## config.mk

```make
export PLATFORM = sky130hd
export DESIGN_NAME = dpf_normal
export DESIGN_NICKNAME = d
export VERILOG_FILES = /design/src/rtl/dpf_pkg.sv /design/src/rtl/dpf_normal.sv
export SDC_FILE = /design/constraint.sdc
export NUM_CORES = 2
export LEC_CHECK = 0
export BUFFER_PORTS_ARGS = -buffer_cell sky130_fd_sc_hd__clkbuf_2
export CAP_MARGIN = 20
export CORE_MARGIN = 2
export CORE_UTILIZATION = 54
export CTS_CLUSTER_SIZE = 28
export DETAILED_ROUTE_END_ITERATION = 8
export GPL_ROUTABILITY_DRIVEN = 0
export PLACE_DENSITY_LB_ADDON = 0.05
export SETUP_SLACK_MARGIN = 0.4
export SLEW_MARGIN = 20
export SYNTH_ARGS = -nofsm -noshare
export SYNTH_HDL_FRONTEND = slang
export SYNTH_SLANG_ARGS = --single-unit
```

## constraint.sdc

```tcl
create_clock -name i_clk -period 9.51 [get_ports i_clk]
set_clock_uncertainty 0.1 [all_clocks]
set_input_delay 2.853 -clock i_clk [delete_from_list [all_inputs] [get_ports i_clk]]
set_output_delay 2.853 -clock i_clk [all_outputs]
set_load 0.02 [all_outputs]
```

## src/rtl/dpf_pkg.sv

```systemverilog
package dpf_pkg;

    localparam int MaxWidthDef = 2048;
    localparam int CoordFracDef = 16;
    localparam int MaxHeight = 4096;

    localparam logic [1:0] RegFrameWidth = 2'd0;
    localparam logic [1:0] RegFrameHeight = 2'd1;
    localparam logic [1:0] RegCoordLimit = 2'd2;

    localparam logic [11:0] ResetWidth = 12'd640;
    localparam logic [12:0] ResetHeight = 13'd480;
    localparam logic [30:0] ResetLimit = 31'd655360;

    // operands of the normal unit
    typedef struct packed {
        logic [31:0] ma;
        logic [31:0] mb;
        logic [31:0] mc;
        logic        neg_a;
        logic        neg_b;
    } t_norm_req;

    // fields of one result word
    typedef struct packed {
        logic [31:0] px;
        logic [31:0] py;
        logic [31:0] pz;
        logic [7:0]  gray;
    } t_point;

endpackage

```

## src/rtl/dpf_normal.sv

```systemverilog
// Normal unit: normalize, square sum, bit-serial root, serial divides.
module dpf_normal
    import dpf_pkg::*;
(
    input  logic        i_clk,
    input  logic        i_rst_n,
    input  logic        i_start,
    input  t_norm_req   i_req,
    output logic        o_done,
    output logic [15:0] o_nx,
    output logic [15:0] o_ny,
    output logic [14:0] o_nz
);

    typedef enum logic [2:0] {
        S_IDLE, S_NORM, S_SQ, S_ROOT, S_DIV, S_OUT
    } t_state;

    t_state       r_state;
    logic [31:0]  r_ma, r_mb, r_mc;
    logic         r_na, r_nb;
    logic [1:0]   r_sel;
    logic [63:0]  r_sum;
    logic [63:0]  r_rem;
    logic [31:0]  r_root;
    logic [5:0]   r_cnt;
    logic [63:0]  r_num;
    logic [46:0]  r_q;
    logic [15:0]  r_nx, r_ny;
    logic [14:0]  r_nz;

    logic [31:0]  m_max;
    logic [63:0]  sq_in;
    logic [63:0]  sq;
    logic [65:0]  trial;
    logic [63:0]  rem_sh;
    logic [63:0]  num_sh;
    logic [32:0]  div_trial;
    logic [31:0]  root_nz;
    logic [14:0]  sat;
    logic [31:0]  cur_mag;

    assign m_max = (r_ma > r_mb) ? ((r_ma > r_mc) ? r_ma : r_mc)
                                 : ((r_mb > r_mc) ? r_mb : r_mc);
    assign sq_in = {32'd0, (r_sel == 2'd0) ? r_ma : (r_sel == 2'd1) ? r_mb : r_mc};
    assign sq = sq_in * sq_in;
    // root digit recurrence: two bits of radicand per step
    assign rem_sh = {r_rem[61:0], r_sum[63:62]};
    assign trial = {2'b00, rem_sh} - {32'd0, r_root, 2'b01};
    assign root_nz = (r_root == 32'd0) ? 32'd1 : r_root;
    // restoring divide one bit a step; remainder stays below root (< 2^31)
    assign num_sh = {r_num[62:0], 1'b0};
    assign div_trial = {1'b0, num_sh[63:32]} - {1'b0, root_nz};
    assign sat = (r_q > 47'd16384) ? 15'd16384 : r_q[14:0];
    assign cur_mag = (r_sel == 2'd0) ? r_ma : (r_sel == 2'd1) ? r_mb : r_mc;

    always_ff @(posedge i_clk) begin
        if (!i_rst_n) begin
            r_state <= S_IDLE;
            o_done <= 1'b0;
        end else begin
            o_done <= 1'b0;
            case (r_state)
                S_IDLE: begin
                    if (i_start) begin
                        r_ma <= i_req.ma;
                        r_mb <= i_req.mb;
                        r_mc <= i_req.mc;
                        r_na <= i_req.neg_a;
                        r_nb <= i_req.neg_b;
                        r_state <= S_NORM;
                    end
                end
                // one shift a cycle until max lies in [2^29, 2^30)
                S_NORM: begin
                    if (m_max >= 32'h4000_0000) begin
                        r_ma <= r_ma >> 1;
                        r_mb <= r_mb >> 1;
                        r_mc <= r_mc >> 1;
                    end else if (m_max < 32'h2000_0000) begin
                        r_ma <= r_ma << 1;
                        r_mb <= r_mb << 1;
                        r_mc <= r_mc << 1;
                    end else begin
                        r_sel <= 2'd0;
                        r_sum <= 64'd0;
                        r_state <= S_SQ;
                    end
                end
                S_SQ: begin
                    r_sum <= r_sum + sq;
                    if (r_sel == 2'd2) begin
                        r_rem <= 64'd0;
                        r_root <= 32'd0;
                        r_cnt <= 6'd0;
                        r_state <= S_ROOT;
                    end else begin
                        r_sel <= r_sel + 2'd1;
                    end
                end
                S_ROOT: begin
                    r_sum <= {r_sum[61:0], 2'b00};
                    if (!trial[65]) begin
                        r_rem <= trial[63:0];
                        r_root <= {r_root[30:0], 1'b1};
                    end else begin
                        r_rem <= rem_sh;
                        r_root <= {r_root[30:0], 1'b0};
                    end
                    r_cnt <= r_cnt + 6'd1;
                    if (r_cnt == 6'd31) begin
                        r_sel <= 2'd0;
                        r_cnt <= 6'd0;
                        r_q <= 47'd0;
                        r_state <= S_DIV;
                    end
                end
                // quotient of (mag*16384 + root/2) / root, one load and 32 steps
                S_DIV: begin
                    if (r_cnt == 6'd0) begin
                        r_num <= {18'd0, cur_mag[31:0], 14'd0} +
                                 {33'd0, root_nz[31:1]};
                        r_q <= 47'd0;
                        r_cnt <= 6'd1;
                    end else begin
                        if (!div_trial[32]) begin
                            r_num <= {div_trial[31:0], num_sh[31:0]};
                            r_q <= {r_q[45:0], 1'b1};
                        end else begin
                            r_num <= num_sh;
                            r_q <= {r_q[45:0], 1'b0};
                        end
                        r_cnt <= r_cnt + 6'd1;
                        if (r_cnt == 6'd32) begin
                            r_state <= S_OUT;
                        end
                    end
                end
                S_OUT: begin
                    r_cnt <= 6'd0;
                    case (r_sel)
                        2'd0: r_nx <= r_na ? (16'd0 - {1'b0, sat}) : {1'b0, sat};
                        2'd1: r_ny <= r_nb ? (16'd0 - {1'b0, sat}) : {1'b0, sat};
                        default: r_nz <= sat;
                    endcase
                    if (r_sel == 2'd2) begin
                        o_done <= 1'b1;
                        r_state <= S_IDLE;
                    end else begin
                        r_sel <= r_sel + 2'd1;
                        r_state <= S_DIV;
                    end
                end
                default: r_state <= S_IDLE;
            endcase
        end
    end

    assign o_nx = r_nx;
    assign o_ny = r_ny;
    assign o_nz = r_nz;

endmodule

```

Word-level counts from Yosys, hierarchy flattened
Index checks and enable logic that the tools add are counted. W data, S select, Z words.

Register bits: 425. Input port bits: 101. Output and inout bits: 48.

Add/subtract/negate cells: 7. $mul: 1. Order comparisons: 6. Equality and inequality tests: 18. Mux-type cells: 55. Bitwise operators: 1. Reduce and logical (&&, ||, !) cells: 25.

Operators with widths (number): $mux W32 (16); $pmux W32 S2 (4); $pmux W64 S3 (1); $mux W64 (2); $mux W63 (2); $mux W62 (2); $pmux W62 S2 (1); $gt A32 B32 Y1 (3); $mux W47 (2); $pmux W47 S2 (1); $sub A64 B34 Y65 (1); $add A64 B64 Y64 (1); $mul A32 B32 Y64 (1); $add A46 B31 Y47 (1); $gt A47 B15 Y1 const B (1); $mux W15 (3); $sub A32 B32 Y33 (1); $ge A32 B31 Y1 const B (1); $logic_not A32 Y1 (1); $lt A32 B30 Y1 const B (1); $mux W3 (8); $pmux W6 S4 (1); $reduce_and A3 Y1 (7); $mux W6 (3); other kinds (28) (48).

Longest topological paths before layout
Depth after elaboration: 7. Mapped depth: 38. Mapped depth without buffers: 33.

Least setup slack after synthesis
No wires, ideal clock.

Path type: reg-to-reg. Start: register r_sel[0]. End: register r_sum[60] (data pin). Library setup time: 0.266 ns. Arrival: 9.169 ns. Data required time: 9.144 ns. Setup slack: -0.024 ns. Stages on the path, launching flop included: 36. Path buffers: 7. Clock period less this slack: 9.534 ns. Cell sequence: edfxtp_1 -> inv_1 -> ha_1 -> clkbuf_1 -> clkbuf_1 -> buf_1 -> clkbuf_1 -> o21a_1 -> clkbuf_1 -> clkbuf_1 -> nor2_1 -> fa_1 -> fa_1 -> fa_1 -> inv_1 -> fa_1 -> inv_1 -> fa_1 -> inv_1 -> fa_1 -> inv_1 -> fa_1 -> inv_1 -> fa_1 -> inv_1 -> ha_1 -> and2_1 -> clkbuf_1 -> nand4_1 -> o32ai_1 -> nor3b_2 -> o41ai_2 -> a21oi_1 -> o211ai_1 -> and3_1 -> o31ai_1.

Longest elaborated chain between the ends: 6.

RTL lines: start: declaration (RTL line dpf_normal.sv:22) `logic [1:0] r_sel;`; start signal: assignment (RTL line dpf_normal.sv:98) `r_sel <= r_sel + 2'd1;`; start signal: assignment (RTL line dpf_normal.sv:150) `r_sel <= r_sel + 2'd1;`; $eq A2 B1 Y1 (RTL line dpf_normal.sv:45) `assign sq_in = {32'd0, (r_sel == 2'd0) ? r_ma : (r_sel == 2'd1) ? r_mb : r_mc};`; $mux W32 (RTL line dpf_normal.sv:45); $mux W32 * (RTL line dpf_normal.sv:45); $mul A32 B32 Y64 * (RTL line dpf_normal.sv:46) `assign sq = sq_in * sq_in;`; $add A64 B64 Y64 * (RTL line dpf_normal.sv:91) `r_sum <= r_sum + sq;`; $pmux W64 S3 * (RTL line dpf_normal.sv:63) `case (r_state)`; end signal: assignment (RTL line dpf_normal.sv:91); end signal: assignment (RTL line dpf_normal.sv:102) `r_sum <= {r_sum[61:0], 2'b00};`; end: declaration (RTL line dpf_normal.sv:23) `logic [63:0] r_sum;`.

Mark *: on every way between the ends. The rest lies on a longest branch, timed or not. A chain may end at the register's enable or synchronous reset.

Final worst setup path
Start: register r_sel[1]. End: register r_sum[39] (data pin).

The elaborated chain is that of the path after synthesis.

==> metrics.txt <==
status finished, final reports clean; Post-synth ARST share 0; Die W 328 µm; routed len/inst 22.0 µm; largest net degree at the start of global routing 109; actual slew at the worst max-slew pin 1.06 ns; vias post-DR 43,500; Post-Synthesis Cells 6,033; most frequent cells in the layout inv_1, fa_1, nand2_1, edfxtp_1, ha_1; final setup fails 0; slowest stage delay, CP 0.53 ns; placed cell areas 60,700 µm²; DRT Pass-1 Iters 5; setup TNS 0 ns; final hold viol count 0; # diodes 0; Post-synth EDFFs 421; post-synth top area cell fa_1; Setup WS post-layout 0.581 ns; layout cells sized above 1 0.126; Yosys reg bits 425; worst path bufs/invs 13; Die Y-Extent 328 µm; Worst EP required 9.77 ns; NumNets Final 7,705; Die ar. 108,000 µm²; Final Instance Area 64,100 µm²; port bufs 148; CTS Sinks 425; TritonCTS buffer count 53; Non-Filler Instances 7,735; drt total wl 170,000 µm; Synth Cell Area 56,800 µm²; critical setup path kind reg -> reg; Crit-path slowest cell fa_1; Avg Inst Size Synth 9.42 µm²; GRT Overall Usage 0.324; top cell type's share of synthesized area 0.308; Critical Path AT 9.19 ns; fmax 0.112 GHz; initial detailed-routing violation count 3,256; placed cell count 7,588; fin crit share 0.939; RSZ-0062 raised after global routing true; io pins 149; Slew headroom 0.291; Place WS -0.135 ns; hpwl dp 135,000 µm; type of the most critical hold path reg -> reg; DRC 0; Initial Util 0.542; initial antenna violation count 2; worst skew pair latency 0.69 ns; most frequent CP cell fa_1; core area 105,000 µm²; Crit path max-delay family adder cells; CP Launch Type register; GR Overflow Total 0; Synth area leaders fa_1, edfxtp_1, ha_1; Synth warnings 0; top_reg_cell synth edfxtp_1; Crit. End Element register; post-synthesis sequential area ratio 0.224; synth-to-layout area growth 12.8%; antenna-violating nets left 0; Longest Clk Path Bufs 3; syn nets 7,437; vias in the first global route 45,300; first-pass GRT wire length 265,000 µm; CTS tree yes; most common cell after layout, fill and taps aside inv_1; Root Driver clkbuf_16; synth unique cells 85; Final Max Tran Viols 0; fin crit period 8.93 ns; row count 119; htree depth 2; Reg clk slew, reported paths 0.06 ns; count of max-cap constraint violations 0; Max FO, Critical Path 6; Via density 5.62
==> layout make-up <==
type / count / area, µm²
tap: 1391 / 1740
clock buffer: 63 / 1360
multi-input combinational: 3993 / 39000
sequential: 425 / 12700
fill: 9192 / 40700
inverter: 1371 / 5170
clock inverter: 35 / 367
timing repair buffer: 457 / 3780
==> registers in the layout, summed over array words and instances, names as in the netlist, 32 cells and up <==
signal	count
r_num	63
r_mb	32
r_mc	32
r_sum	64
r_rem	62
r_q	47
r_ma	32
r_root	32
==> per-stage QoR <==
step | hold WS [ns] | util
2_1_floorplan | 0.391 | -
3_3_place_gp | 0.396 | 0.580
3_5_place_dp | 0.408 | 0.580
4_1_cts | 0.423 | 0.599
5_1_grt | 0.452 | 0.612
6_report | 0.420 | 0.612
==> Yosys cell counts, types with 14 or more instances <==
cell and number:
inv_1 1357, fa_1 874, nand2_1 639, nor2_1 436, ha_1 429, edfxtp_1 421
o21ai_0 247, a21oi_1 221, clkbuf_1 203, mux2i_1 134, xnor2_1 112, a21o_1 98
and3_1 77, xor2_1 77, o21a_1 59, nand3_1 54, nand4_1 46, nor3_1 46
nor4_1 33, nor2b_1 29, o22ai_1 27, a211oi_1 26, nand2b_1 26, a31oi_1 24
o21ai_1 22, or3_1 20, and2_1 18, buf_1 17, o31ai_1 17, o211ai_1 16
o21bai_1 16, or2_2 14
==> routing by layer <==
| layer | vias up | GRT usage | share of wire |
|---|---|---|---|
| met5 | - | 0 | 0.00035 |
| met4 | 4 | 0.146 | 0.055 |
| met3 | 414 | 0.0535 | 0.072 |
| met2 | 1590 | 0.515 | 0.46 |
| met1 | 21700 | 0.439 | 0.41 |
| li1 | 19800 | - | - |
==> cell families after synthesis <==
kind of cell               Yosys count  share of synthesized area
buffers and inverters             1615                      0.108
AOI/OAI and AO/OA                  874                     0.0957
xor gates and xnor gates           189                     0.0291
and+or+nand+nor                   1488                      0.116
muxes                              139                     0.0246
adders and majority gates         1303                      0.402
DFF                                425                      0.224
==> timing repair <==
action	4_1_cts	5_1_grt
resized for setup	56	259
hold buffers	0	0
buffers inserted	9	35
pin swaps	10	112
endpoints found under the setup margin	31	37
cloned	1	4
==> final timing paths <==
check | start | endpoint | slack [ns] | cells after the start
max | r_sel[1]$_SDFFCE_PN0P_ | r_sum[39]$_DFFE_PP_ | 0.58 | 34
max reg2reg | r_sel[1]$_SDFFCE_PN0P_ | r_sum[39]$_DFFE_PP_ | 0.58 | 34
min | r_num[0]$_SDFFCE_PN0P_ | r_num[1]$_DFFE_PP_ | 0.42 | 2
min reg2reg | r_num[0]$_SDFFCE_PN0P_ | r_num[1]$_DFFE_PP_ | 0.42 | 2
==> worst min-delay path: cells and delay by family (launching register included) <==
kind	cells	cell delay, ns
compound gates	1	0.05
flops	1	0.32
simple gates	1	0.04
Power is left out: the tool's default activity adds up to more than one toggle a clock period on the data nets, which glitch-free logic cannot reach.
